## src/sacts_ram.sv

```systemverilog
`default_nettype none
// ----------------------------------------------------------------------------
// sacts_ram
// Generic RAM with one write port and one registered read port.
// ----------------------------------------------------------------------------
module sacts_ram #(
  parameter int W = 8,
  parameter int D = 16
) (
  input  wire logic                         clk,
  input  wire logic                         we,
  input  wire logic [(D>1?$clog2(D):1)-1:0] waddr,
  input  wire logic [W-1:0]                 wdata,
  input  wire logic [(D>1?$clog2(D):1)-1:0] raddr,
  output logic      [W-1:0]                 rdata
);

  logic [W-1:0] mem [D];

  always_ff @(posedge clk) begin
    if (we) begin
      mem[waddr] <= wdata;
    end
    rdata <= mem[raddr];
  end

endmodule
`default_nettype wire

```

## config.mk

```make
export PLATFORM = sky130hd
export DESIGN_NAME = sacts_ram
export DESIGN_NICKNAME = d
export VERILOG_FILES = /design/src/sacts_ram.sv
export SDC_FILE = /design/constraint.sdc
export NUM_CORES = 1
export LEC_CHECK = 0
export BUFFER_PORTS_ARGS = -buffer_cell sky130_fd_sc_hd__buf_2
export CAP_MARGIN = 20
export CORE_UTILIZATION = 60
export DETAILED_ROUTE_END_ITERATION = 7
export PLACE_DENSITY_LB_ADDON = 0.08
export SLEW_MARGIN = 20
export SYNTH_ARGS = -nofsm -noshare
export SYNTH_HDL_FRONTEND = slang
export SYNTH_SLANG_ARGS = --single-unit
```

## constraint.sdc

```tcl
create_clock -name clk -period 2.2 [get_ports clk]
set_input_delay 0.33 -clock clk [delete_from_list [all_inputs] [get_ports clk]]
set_output_delay 0.33 -clock clk [all_outputs]
set_load 0.03 [all_outputs]
```

-- Word level (Yosys, flattened, before mapping)
Memories as Yosys holds them, arrays and structs flattened. A register that Yosys moved wholly into a read port is not among the register bits.
Index checks and enable logic that the tools add are counted.
W data, S select, Z words.
- add/subtract/negate cells: 0
- multiply operators: 0
- divide/modulo/power cells: 0
- magnitude comparators: 0
- equal/unequal tests: 0
- shift operators: 0
- mux-type cells: 2
- bitwise operators: 0
- reductions and logical operators: 0
- operators with widths (kind ; count):
    $mux W1 ; 2
- register bits: 0
- bits in latches: 0
- RAM bits: 128
- memory bits (read-only): 0
- logic and storage cells: 3
- memories kept: 1
- memory list (memory ; words ; bits a word ; rd ports ; clocked after Yosys merged registers in ; wr ports ; line ; RTL):
    mem ; 16 ; 8 ; 1 ; 1 ; 1 ; 18 ; logic [W-1:0] mem [D];

-- Longest topological paths before layout
- depth in word-level cells: 2
- depth in mapped cells: 5
- depth with buffers taken out: 3

-- Worst setup path after synthesis
Ideal clock, no wire load.
- path type: input-to-reg
- start point: input waddr[2] in the netlist's numbering
- end point: memory mem[0][0], enable pin
- setup time: 0.383 ns
- arrival time: 1.440 ns
- required time: 1.817 ns
- setup slack: 0.377 ns
- stages: 2
- cells stage by stage: or3b_2 > nor3_1
- RTL lines (element ; line ; RTL):
    start, declared ; 12 ; input wire logic [(D>1?$clog2(D):1)-1:0] waddr,
    end, declared ; 18 ;
No word-level cell before the write port.

==> results.sh <==
export IMPL_status="finished, final reports clean"
export IMPL_max_freq_ghz=0.698
export IMPL_wire_per_inst_um=24.0
export IMPL_cts_buffers=17
export IMPL_viasPerCell=6.01
export IMPL_multiInputGateArea_mm2=0.00106
export IMPL_synth_cells=229
export IMPL_slew_headroom=0.703
export IMPL_drive_above_1_share=0.327
export IMPL_grt_util_met1=0.335
export IMPL_dr_pass1_iters=4
export IMPL_wirelength_mm=9.65
export IMPL_holdCritPathClass="input port to flop"
export IMPL_p_total_mw=5.84
export IMPL_cts_root_buf="clkbuf_8"
export IMPL_powerDensity_mw_per_mm2=964
export IMPL_clk_pin_slew_ns=0.07
export IMPL_r2r_start="mem[10][4]"
export IMPL_yosysWarnings=0
export IMPL_synth_fa_ha_area_frac=0
export IMPL_crit_end="rdata[4]"
export IMPL_cp_required_ns=2.58
export IMPL_clock_latency_ns=0.51
export IMPL_synth_top_family_by_area="multiplexers"
export IMPL_fill_cells=504
export IMPL_gp_congestion=0.741
export IMPL_final_max_slew_viol_count=0
export IMPL_post_route_min_period_ns=1.43
export IMPL_core_mm2=0.00826
export IMPL_seq_area_frac_synth=0.778
export IMPL_met2_usage=0.376
export IMPL_ctsResizeCount=0
export IMPL_crit_path_max_fanout=1
export IMPL_die_area_mm2=0.00895
export IMPL_syn_area_mm2=0.00515
export IMPL_crit_chain="mux4_1 -> a22oi_1 -> nand2_1"
export IMPL_num_rows=33
export IMPL_cts_tree="yes"
export IMPL_gr_usage_met3=0.0700
export IMPL_setup_tns_ns=0
export IMPL_synth_seq_cells=136
export IMPL_port_buffers=25
export IMPL_via_count=2416
export IMPL_r2r_slack_ns=0.77
export IMPL_cpPeakStageDelay_ns=0.49
export IMPL_die_y_um=94.6
export IMPL_synth_compound_area_frac=0.0233
export IMPL_first_iter_violations=185
export IMPL_area_growth_pct=17.7
export IMPL_cts_setup_buffers=0
export IMPL_slowest_stage="mux4_1"
export IMPL_hold_viol=0
export IMPL_rsz0062_at_grt="no"
export IMPL_setup_viol=0
export IMPL_rr_worst_depth=3
export IMPL_dp_hpwl_mm=5.60
export IMPL_leakagePower_nw=2.08
export IMPL_finalNetCount=302
export IMPL_track_usage=0.244
export IMPL_yosys_area_share_simple=0.0318
export IMPL_seq_area_mm2=0.00400
export IMPL_drcViolationCount=0
export IMPL_startpoint="mem[10][4]"
export IMPL_cp_start_kind="flop"
export IMPL_reg2reg_to="rdata[4]"
export IMPL_htree_levels=4
export IMPL_clockBufferDepth=2
export IMPL_grt_pass1_vias=2400
export IMPL_post_route_period_util=0.651
export IMPL_num_antenna_cells=0
export IMPL_cp_arrival_ns=1.81
export IMPL_avgSynthCellArea_um2=22.5
export IMPL_fp_dieW_um=94.6
export IMPL_critPathTopFamily="multiplexers"
export IMPL_initial_core_util=0.623
export IMPL_gr_total_overflow=0
export IMPL_skew_ns=0.0107
export IMPL_critPathBufInv=0
export IMPL_antenna_found_initial=0
export IMPL_yosysUniqueCellTypes=19
export IMPL_cp_depth=3
export IMPL_ir_worst_vdd_mv=0.751
export IMPL_antenna_left=0
export IMPL_tightest_slew_ns=0.445
export IMPL_grt_pass1_wl_mm=14.2
export IMPL_synth_nets=247
export IMPL_synthMuxAreaShare=0.150
export IMPL_hold_buffers=0
export IMPL_grt_max_degree=33
export IMPL_ios=26
export IMPL_clock_sinks=136
export IMPL_grt_busiest_layer="met2"
export IMPL_maxCapViolCount=0
export IMPL_path_class="flop to flop"
export IMPL_critPathCaptureType="flop"
export IMPL_synth_xor_area_frac=0
[state kept, by name, summed over array words and instances, names as in the netlist]
| signal | count |
|---|---|
| mem | 128 |
| rdata | 8 |
[how the worst min path moves through the flow]
| stage | to | start | depth (start not counted) |
|---|---|---|---|
| final | mem[4][7] | wdata[7] | 1 |
| after CTS | mem[4][7] | wdata[7] | 1 |
| after global routing | mem[4][7] | wdata[7] | 1 |
| after floorplan | mem[0][0] | wdata[0] | 0 |
| after detailed placement | rdata[3] | mem[11][3] | 3 |
| after global placement | rdata[3] | mem[11][3] | 3 |
[cells by family after synthesis]
family                 Yosys count
flip-flops                     136
AO/OA/AOI/OAI                   16
buffers and inverters           10
AND/OR/NAND/NOR                 35
multiplexers                    32
[power breakdown]
| part | switching [mW] | internal, mW | leakage [nW] |
|---|---|---|---|
| Sequential | 0.0202 | 2.90 | 1.22 |
| Clock | 1.11 | 1.52 | 0.265 |
| Combinational | 0.176 | 0.119 | 0.590 |
[through the flow]
stage                      util  setup slack, ns  cells  cell area [um^2]  hold slack (ns)
final                     0.734            0.767    402              6060            0.197
after global routing      0.734            0.738    402              6060            0.186
after CTS                 0.734            0.720    402              6060            0.172
after detailed placement  0.666            0.354    370              5500            0.666
after global placement    0.666            0.378    370              5500            0.655
after floorplan               -            0.377    229              5150            0.429
[metal layers]
metal	share of wire	vias to the layer above
met3	0.068	8
met4	0.0091	0
met1	0.42	1239
li1	-	1081
met2	0.50	88
met5	0	-
[worst register-to-register path, stage by stage (launching register included)]
cell      delay (ns)
edfxtp_1        0.37
mux4_1          0.49
a22oi_1         0.34
nand2_1         0.11
[synthesized netlist by cell type]
| master | instances | share of area |
|---|---|---|
| or3b_2 | 1 | 0.0017 |
| mux4_2 | 18 | 0.079 |
| dfxtp_1 | 8 | 0.031 |
| buf_2 | 3 | 0.0029 |
| nor2b_1 | 1 | 0.0012 |
| and2_1 | 1 | 0.0012 |
| a22oi_1 | 16 | 0.023 |
| nand2b_1 | 2 | 0.0024 |
| nand3_1 | 1 | 0.00097 |
| edfxtp_1 | 128 | 0.75 |
| nand2_1 | 9 | 0.0066 |
| mux4_1 | 14 | 0.071 |
| nor2_1 | 13 | 0.0095 |
| clkdlybuf4s25_2 | 3 | 0.0058 |
| nand3b_1 | 2 | 0.0029 |
| buf_4 | 1 | 0.0015 |
| and2b_1 | 1 | 0.0015 |
| buf_6 | 3 | 0.0066 |
| nor3_1 | 4 | 0.0039 |
[final cells by class]
type,instances,share of cell area
flip-flops and latches,136,0.661
multi-input cells,83,0.174
clock buffers,17,0.0683
repair buffers,46,0.0508
clock inverters,15,0.0240
well taps,105,0.0217
[placed cells by master (no fill, tap or decap), types with 2 or more instances in the layout]
cell,count
nand2b_1,2
mux4_1,14
clkinv_2,2
a22oi_1,16
clkinv_4,3
nand3b_1,2
dfxtp_1,8
nor2_1,13
inv_6,3
buf_2,25
nor3_1,4
mux4_2,18
clkbuf_16,16
edfxtp_1,128
inv_8,2
buf_4,19
clkinvlp_4,4
buf_12,2
nand2_1,9
Note: power is estimated with default switching activity, not from simulation.
