### src/sacts_pkg.sv
`default_nettype none
// ----------------------------------------------------------------------------
// sacts_pkg
// Shared types, constants and helper functions of the cache tag store.
// ----------------------------------------------------------------------------
package sacts_pkg;

  localparam int WAYS_DEF     = 8;
  localparam int NUM_SETS_DEF = 256;

  localparam int TAG_W     = 32;
  localparam int TIME_W    = 64;
  localparam int CNT_W     = 32;
  localparam int WAY_OUT_W = 3;
  localparam int MAX_WAY_W = 4;
  localparam int CFG_W     = 4;

  localparam logic [15:0] LFSR_SEED = 16'hACE1;

  localparam logic [CFG_W-1:0] SET_LOG2_RST = 4'd8;

  localparam logic CFG_SET_LOG2 = 1'b0;
  localparam logic CFG_POLICY   = 1'b1;

  localparam logic POLICY_LRU  = 1'b0;
  localparam logic POLICY_RAND = 1'b1;

  localparam logic OP_LOOKUP  = 1'b0;
  localparam logic OP_INSTALL = 1'b1;

  typedef struct packed {
    logic              valid;
    logic              dirty;
    logic [TAG_W-1:0]  tag;
    logic [TIME_W-1:0] stamp;
  } entry_t;

  localparam int ENTRY_W = $bits(entry_t);

  typedef struct packed {
    logic                 hit;
    logic [MAX_WAY_W-1:0] hit_way;
    logic                 inv;
    logic [MAX_WAY_W-1:0] inv_way;
    logic [MAX_WAY_W-1:0] lru_way;
  } scan_res_t;

  typedef enum logic [2:0] {
    ST_CLEAR,
    ST_IDLE,
    ST_SCAN,
    ST_DECIDE,
    ST_MOD,
    ST_FETCH,
    ST_UPD,
    ST_OUT
  } state_t;

  function automatic logic [CNT_W-1:0] sat_inc(input logic [CNT_W-1:0] c);
    sat_inc = (c == {CNT_W{1'b1}}) ? c : c + CNT_W'(1);
  endfunction

  function automatic logic [15:0] lfsr_next(input logic [15:0] v);
    lfsr_next = {v[0] ^ v[2] ^ v[3] ^ v[5], v[15:1]};
  endfunction

endpackage
`default_nettype wire

### src/sacts_scan.sv
`default_nettype none
// ----------------------------------------------------------------------------
// sacts_scan
// Per-way compare unit: one way a cycle while vld is set; tracks first hit,
// first invalid way and the last way holding the minimum timestamp.
// ----------------------------------------------------------------------------
module sacts_scan #(
  parameter int WAYS = sacts_pkg::WAYS_DEF
) (
  input  wire logic                              clk,
  input  wire logic                              rst_n,
  input  wire logic                              vld,
  input  wire logic [(WAYS>1?$clog2(WAYS):1)-1:0] way,
  input  wire sacts_pkg::entry_t                 ent,
  input  wire logic [sacts_pkg::TAG_W-1:0]       tag,
  output sacts_pkg::scan_res_t                   res
);

  logic [sacts_pkg::TIME_W-1:0]    lru_time_r;
  logic [sacts_pkg::MAX_WAY_W-1:0] way_x;
  logic                            match;
  logic                            first;

  assign way_x = sacts_pkg::MAX_WAY_W'(way);
  assign match = ent.valid && (ent.tag == tag);
  assign first = (way_x == '0);

  always_ff @(posedge clk) begin
    if (!rst_n) begin
      res.hit <= 1'b0;
      res.inv <= 1'b0;
    end else if (vld) begin
      if (first || (!res.hit && match)) begin
        res.hit     <= match;
        res.hit_way <= way_x;
      end
      if (first || (!res.inv && !ent.valid)) begin
        res.inv     <= !ent.valid;
        res.inv_way <= way_x;
      end
      if (first || (ent.stamp <= lru_time_r)) begin
        res.lru_way <= way_x;
        lru_time_r  <= ent.stamp;
      end
    end
  end

endmodule
`default_nettype wire

### config.mk
export PLATFORM = sky130hd
export DESIGN_NAME = sacts_scan
export DESIGN_NICKNAME = d
export VERILOG_FILES = /design/src/sacts_pkg.sv /design/src/sacts_scan.sv
export SDC_FILE = /design/constraint.sdc
export NUM_CORES = 1
export LEC_CHECK = 0
export ABC_AREA = 1
export BUFFER_PORTS_ARGS = -buffer_cell sky130_fd_sc_hd__buf_2
export CAP_MARGIN = 20
export CORE_AREA = 2 2 100 102
export DETAILED_ROUTE_END_ITERATION = 10
export DIE_AREA = 0 0 102 104
export PLACE_DENSITY = 0.91
export SLEW_MARGIN = 25
export SYNTH_ARGS = -nofsm -noshare
export SYNTH_HDL_FRONTEND = slang
export SYNTH_SLANG_ARGS = --single-unit
### constraint.sdc
create_clock -name clk -period 7.8 [get_ports clk]
set_clock_uncertainty 0.15 [all_clocks]
set_input_delay 1.17 -clock clk [delete_from_list [all_inputs] [get_ports clk]]
set_output_delay 1.17 -clock clk [all_outputs]
set_load 0.01 [all_outputs]
; Word level (Yosys, flattened, before mapping)
; Index checks and enable logic that the tools add are counted.
[word_totals]
memories = 0
latch_bits = 0
mem_bits_rw = 0
reg_bits = 75
wordCells = 23
mem_bits_ro = 0
[op_classes]
n_mul = 0
div_mod_pow = 0
n_reduce_logical = 15
n_mux = 0
add_sub_neg = 0
n_lt_le_gt_ge = 1
n_eq_ne = 1
shifts = 0
bitwise = 0
[ops]
columns = cell, count
row1 = <= comparator 64 bit, 1
row2 = == test 32 bit, 1
row3 = AND reduction 3 bit, 3
row4 = zero test 4 bit, 1
row5 = AND reduction 2 bit, 2
row6 = logical AND 1 bit, 3
row7 = zero test 1 bit, 3
row8 = logical OR 1 bit, 3

; Depth between registers and ports, before layout
; Gate-level depths: netlist of the first run.
[logic_depth]
depth_word = 5
ltp_mapped = 16

; Least setup slack after synthesis of the first run
; No wires, ideal clock.
[synth_timing]
path_kind = input to register
startpoint = input ent[31] (netlist name)
endpoint = register lru_time_r[0] (netlist name) (enable)
path_buffers = 0
setup_slack_ns = 1.762
required_ns = 7.136
arrival_time_ns = 5.374
path_stages = 9
cell_sequence = ha_1 nand2_1 nor2_1 nand2_1 nor2_1 nand3_1 nor3_1 nor2_1 a21oi_1
[synth_via]
elab_chain_cells = 3
[synth_lines]
columns = item, line_no
row1 = from (decl), sacts_scan.sv:14  ; input wire sacts_pkg::entry_t ent,
row2 = <= comparator 64 bit, sacts_scan.sv:41  ; if (first || (ent.stamp <= lru_time_r)) begin
row3 = logical OR 1 bit, sacts_scan.sv:41
row4 = AND reduction 3 bit (no source line), -
row5 = to (signal assigned), sacts_scan.sv:43  ; lru_time_r <= ent.stamp;
row6 = to (decl), sacts_scan.sv:19  ; logic [sacts_pkg::TIME_W-1:0] lru_time_r;
; No other way between the ends.
; A chain may end at the register's enable or synchronous reset.

; Worst setup path in the final report of the first run
[layout_timing]
startpoint = input ent[47] (netlist name)
endpoint = register lru_time_r[6] (netlist name) (enable)
; Same word-level chain as after synthesis.

==> results.sh, run 1 <==
export IMPL_path_class="primary input to flip-flop"
export IMPL_rsz0062_at_grt="false"
export IMPL_fin_tns_setup_ps=0
export IMPL_crit_path_start="ent[47]"
export IMPL_clock_latency_ps=340
export IMPL_clock_path_buffers=2
export IMPL_yosys_warnings=0
export IMPL_worstPathRequired_ps=7620
export IMPL_fin_crit_ps=3480
export IMPL_drtIter0Drc=142
export IMPL_drtAntennaViolNets=0
export IMPL_h_tree_depth=3
export IMPL_max_clock_freq_mhz=287
export IMPL_route_detailed_drc=0
export IMPL_core_area_mm2=0.00955
export IMPL_synthCells=575
export IMPL_dp_worst_setup_slack_ps=3940
export IMPL_antenna_found_initial=1
export IMPL_ctsHoldBuffers=0
export IMPL_tightest_slew_ps=834
export IMPL_r2r_setup_slack_ps=4890
export IMPL_diodes=0
export IMPL_cts_buffers=9
export IMPL_worst_slack_ps=4320
export IMPL_fillers=810
export IMPL_finalNonFillerCells=869
export IMPL_r2r_end="lru_time_r[6]"
export IMPL_p_leak_nw=3.20
export IMPL_maxCapViolations=0
export IMPL_outcome="finished, final reports clean"
export IMPL_endpoint="lru_time_r[6]"
export IMPL_critPathCaptureType="flip-flop"
export IMPL_synth_top_area_frac=0.452
export IMPL_ir_drop_uv=104
export IMPL_placedCellCount=853
export IMPL_hold_class="flip-flop to flip-flop"
export IMPL_seq_area_frac_synth=0.460
export IMPL_rows=36
export IMPL_area_growth_pct=22.7
export IMPL_fin_nets=931
export IMPL_gp_congestion=0.890
export IMPL_slew_violations=0
export IMPL_detail_route_wl_per_cell_um=12.8
export IMPL_overflow=0
export IMPL_ys_ff_latch=75
export IMPL_critical_path_max_fanout=67
export IMPL_dieHeight_um=104
export IMPL_grt_pass1_vias=4137
export IMPL_die_w_um=102
export IMPL_crit_path_top_delay_cell="buf_4"
export IMPL_synth_edff_count=73
export IMPL_pwr_share_clk=0.329
export IMPL_first_pass_iters=4
export IMPL_cts_tree="done"
export IMPL_timing_rr_start="lru_time_r[47]"
export IMPL_path_cells="buf_2 -> ha_1 -> nand4_1 -> nor3_1 -> nand4_1 -> nor3_1 -> nor2_1 -> a21oi_4 -> buf_4"
export IMPL_ys_top_cells_by_area="edfxtp_1 (45%), ha_1 (16%), nand2_1 (11%)"
export IMPL_power_density_mw_per_mm2=158
export IMPL_avgSynthCellArea_um2=8.44
export IMPL_cts_root_buf="clkbuf_8"
export IMPL_drt_wl_total_um=11200
export IMPL_drive_gt1_frac=0.227
export IMPL_whs_path_depth=2
export IMPL_critPathLaunchType="primary input"
export IMPL_final_hold_viol_count=0
export IMPL_finalSetupViolCount=0
export IMPL_rr_worst_depth=9
export IMPL_max_stage_delay_ps=670
export IMPL_p_switching_mw=0.255
export IMPL_postCtsResizedCells=0
export IMPL_max_slew_margin_rel=0.444
export IMPL_async_flop_share=0
export IMPL_grt_pass1_wl_um=17400
export IMPL_port_buffers=145
export IMPL_cts_setup_buffers=0
export IMPL_grt_max_degree=68
export IMPL_intPower_mw=0.685
export IMPL_viasPerCell=4.82
export IMPL_vias=4186
export IMPL_synthFlopType="edfxtp_1"
export IMPL_clkSlewWorstSetupHoldPaths_ps=80
export IMPL_initial_utilization=0.508
export IMPL_timing_final_crit_share=0.446
export IMPL_sequentialPowerShare=0.496
export IMPL_crit_arrival_ps=3300
export IMPL_pwr_share_comb=0.175
export IMPL_io_pins=150
export IMPL_switching_share=0.272
export IMPL_syn_area_mm2=0.00485
export IMPL_hpwl_um=9270
export IMPL_min_from="res[13]"
export IMPL_yosysUniqueCellTypes=22
export IMPL_cts_sinks=75
export IMPL_yosysTopAreaCell="edfxtp_1"
export IMPL_die_area_mm2=0.0106
export IMPL_grt_use_total=0.208
-- cell usage after synthesis (all sizes together) (3+ instances only) --
cell / n
nand2: 148
inv: 131
edfxtp: 73
ha: 64
nor2: 57
a21oi: 36
nand4: 15
o21ai: 13
nor3: 9
nand3: 8
or2: 4
buf: 3
-- worst max-delay path, delay by kind of cell --
family / cells / cell delay, ps
compound gates: 1 / 150
fa+ha+maj: 1 / 310
buf+inv: 2 / 780
simple gates: 5 / 860
-- state kept, by name, indices dropped and copies added (netlist names) --
signal,flops
res,11
lru_time_r,64
-- per-stage QoR --
step / utilization / area [um2] / hold slack [ps] / power [mW]
detailed placement: 0.602 / 5750 / 332 / 0.639
CTS: 0.624 / 5960 / 345 / 0.946
global placement: 0.602 / 5750 / 309 / 0.630
global route: 0.624 / 5960 / 370 / 0.988
finish: 0.624 / 5960 / 345 / 0.940
floorplan: - / 4860 / 340 / 0.567
-- power groups by stage --
stage	Combinational, mW	Sequential (mW)	Clock, mW
CTS	0.165	0.466	0.314
detailed placement	0.164	0.475	0
floorplan	0.0900	0.477	0
finish	0.165	0.466	0.309
global placement	0.155	0.475	0
global route	0.188	0.468	0.332
-- per-layer routing --
metal | global-route usage | share of wire | vias up
met5 | 0 | 0.0015 | -
met4 | 0.0771 | 0.029 | 2
met3 | 0.0679 | 0.083 | 30
met2 | 0.382 | 0.50 | 166
met1 | 0.214 | 0.39 | 1840
li1 | - | - | 2148
-- kinds of logic after synthesis --
group,share of synthesized area
other,0.000772
AO/OA/AOI/OAI,0.0567
AND/OR/NAND/NOR,0.205
XOR/XNOR,0.00722
adder cells (fa/ha/maj),0.165
flip-flops,0.460
buffers and inverters,0.106
-- cells in the final DEF (no fill, tap or decap), drive strengths merged, types with 4 or more instances in the layout --
master	Yosys	final
nand2	148	148
buf	3	146
inv	131	135
edfxtp	73	73
ha	64	64
nor2	57	57
a21oi	36	36
nand4	15	15
o21ai	13	13
nor3	9	9
clkbuf	0	9
nand3	8	8
or2	4	4
-- how the worst min path moves through the flow --
stage	to	slack (ps)
global route	res[13]	370
CTS	res[8]	350
global placement	res[8]	310
floorplan	res[8]	340
finish	res[13]	340
detailed placement	res[8]	330
-- area by class of cell --
| class | instances | area, um2 | share of cell area |
|---|---|---|---|
| sequential | 75 | 2230 | 0.375 |
| multi-input combinational | 368 | 2130 | 0.357 |
| timing repair buffer | 146 | 733 | 0.123 |
| inverter | 131 | 492 | 0.0825 |
| tap | 133 | 166 | 0.0279 |
| clock buffer | 9 | 124 | 0.0208 |
| clock inverter | 7 | 82.6 | 0.0139 |
No activity file was read; power rests on OpenSTA's default activity.
==> inputs of run 2 (changes only) <==
clock period = 3.23 ns   (was 7.8 ns; I/O delays follow)
==> run 2 against run 1 <==
Via count decreased by 0.14%. Combinational power is 140% higher. Global-route usage rose by 0.61 points. Count of clock-buffer cells in the layout unchanged. Sequential power rose by 140%. Die area is the same. Cell count up 0.23%. Register-to-register slack got worse by 4200 ps. Core utilization decreased by 0.26 points. Setup slack worse by 3700 ps. Critical path depth did not move. Non-clock buffer count increased by 1. Largest cell class unchanged.
==> results.sh, run 2 (synthesis results as in run 1) <==
export IMPL_outcome="finished, final reports clean"
export IMPL_cts_tree="done"
export IMPL_timing_final_crit_share=0.802
export IMPL_postCtsResizedCells=0
export IMPL_clock_latency_ps=350
export IMPL_slew_violations=0
export IMPL_fillers=818
export IMPL_fin_crit_ps=2590
export IMPL_area_growth_pct=22.2
export IMPL_max_stage_delay_ps=360
export IMPL_die_area_mm2=0.0106
export IMPL_ir_drop_uv=162
export IMPL_cts_root_buf="clkbuf_8"
export IMPL_worstPathRequired_ps=3100
export IMPL_core_area_mm2=0.00955
export IMPL_grt_pass1_wl_um=17700
export IMPL_path_cells="inv_1 -> ha_1 -> nand4_1 -> nor3_1 -> nand4_1 -> nor3_1 -> nor2_1 -> a21oi_4 -> buf_4"
export IMPL_h_tree_depth=3
export IMPL_clkSlewWorstSetupHoldPaths_ps=80
export IMPL_fin_nets=932
export IMPL_top_regs="lru_time_r: 64 flops, res: 11 flops"
export IMPL_ctsHoldBuffers=0
export IMPL_p_leak_nw=3.19
export IMPL_final_hold_viol_count=0
export IMPL_max_clock_freq_mhz=386
export IMPL_hold_class="primary input to flip-flop"
export IMPL_vias=4180
export IMPL_grt_pass1_vias=4227
export IMPL_die_w_um=102
export IMPL_final_cell_mix="nand2_1 (148), buf_2 (145), inv_1 (131), edfxtp_1 (73), ha_1 (64)"
export IMPL_io_pins=150
export IMPL_cts_sinks=75
export IMPL_drt_wl_total_um=10900
export IMPL_initial_utilization=0.508
export IMPL_cts_buffers=9
export IMPL_drtAntennaViolNets=0
export IMPL_overflow=0
export IMPL_rows=36
export IMPL_detail_route_wl_per_cell_um=12.5
export IMPL_critPathLaunchType="flip-flop"
export IMPL_gp_congestion=0.862
export IMPL_grt_use_total=0.214
export IMPL_critPathCaptureType="flip-flop"
export IMPL_path_class="flip-flop to flip-flop"
export IMPL_critPathBufInv=2
export IMPL_first_pass_iters=4
export IMPL_final_cell_area_mm2=0.00593
export IMPL_largest_reg_flops=64
export IMPL_final_common_cell="nand2_1"
export IMPL_hpwl_um=8970
export IMPL_critical_path_max_fanout=27
export IMPL_drtIter0Drc=134
export IMPL_clock_path_buffers=2
export IMPL_viasPerCell=4.80
export IMPL_power_density_mw_per_mm2=359
export IMPL_route_detailed_drc=0
export IMPL_dieHeight_um=104
export IMPL_fin_tns_setup_ps=0
export IMPL_drive_gt1_frac=0.225
export IMPL_grt_max_degree=41
export IMPL_crit_arrival_ps=2460
export IMPL_maxCapViolations=0
export IMPL_critPathTopFamily="simple AND/OR/NAND/NOR gates"
export IMPL_cts_setup_buffers=0
export IMPL_rsz0062_at_grt="false"
export IMPL_finalSetupViolCount=0
export IMPL_port_buffers=145
export IMPL_top_register="lru_time_r"
export IMPL_place_area_mm2=0.00577
export IMPL_antenna_found_initial=2
export IMPL_crit_path_top_delay_cell="buf_4"
==> run 2: final cells by class <==
cell class	count	area, um2	share of cell area
Antenna cell	1	2.50	0.000422
Clock buffer	9	124	0.0209
Clock inverter	7	35.0	0.00591
Inverter	131	492	0.0829
Multi-Input combinational cell	368	2130	0.359
Sequential cell	75	2230	0.376
Tap cell	133	166	0.0281
Timing Repair Buffer	147	753	0.127
==> run 2: path summary, 6_finish.rpt <==
path	to	slack, ps	start	cells past startpoint
setup / recovery	lru_time_r[43]	640	lru_time_r[47]	9
hold / removal	lru_time_r[60]	170	ent[60]	1
setup reg to reg	lru_time_r[43]	640	lru_time_r[47]	9
hold reg to reg	res[8]	330	res[8]	2
==> run 2: per-layer routing <==
metal	up-vias	GRT usage	wire length, um
met1	1833	0.236	4380
met2	155	0.384	5370
met5	-	0	13
met3	28	0.0491	824
li1	2162	-	-
met4	2	0.0924	301
==> run 2: where the power goes <==
part	leakage [nW]	internal, mW	switching [mW]
registers	0.690	1.12	0.0100
logic	2.42	0.170	0.227
clock network	0.0836	0.268	0.339
total	3.19	1.55	0.576
==> run 2: through the flow <==
step                utilization  hold slack, ps  power (mW)  instances  setup slack [ps]
floorplan                     -             340        1.37        577              76.3
global placement          0.604             313        1.52        854               440
detailed placement        0.604             321        1.54        854               410
CTS                       0.621             160        2.14        870               619
global route              0.621             162        2.24        871               430
finish                    0.621             174        2.13        871               641
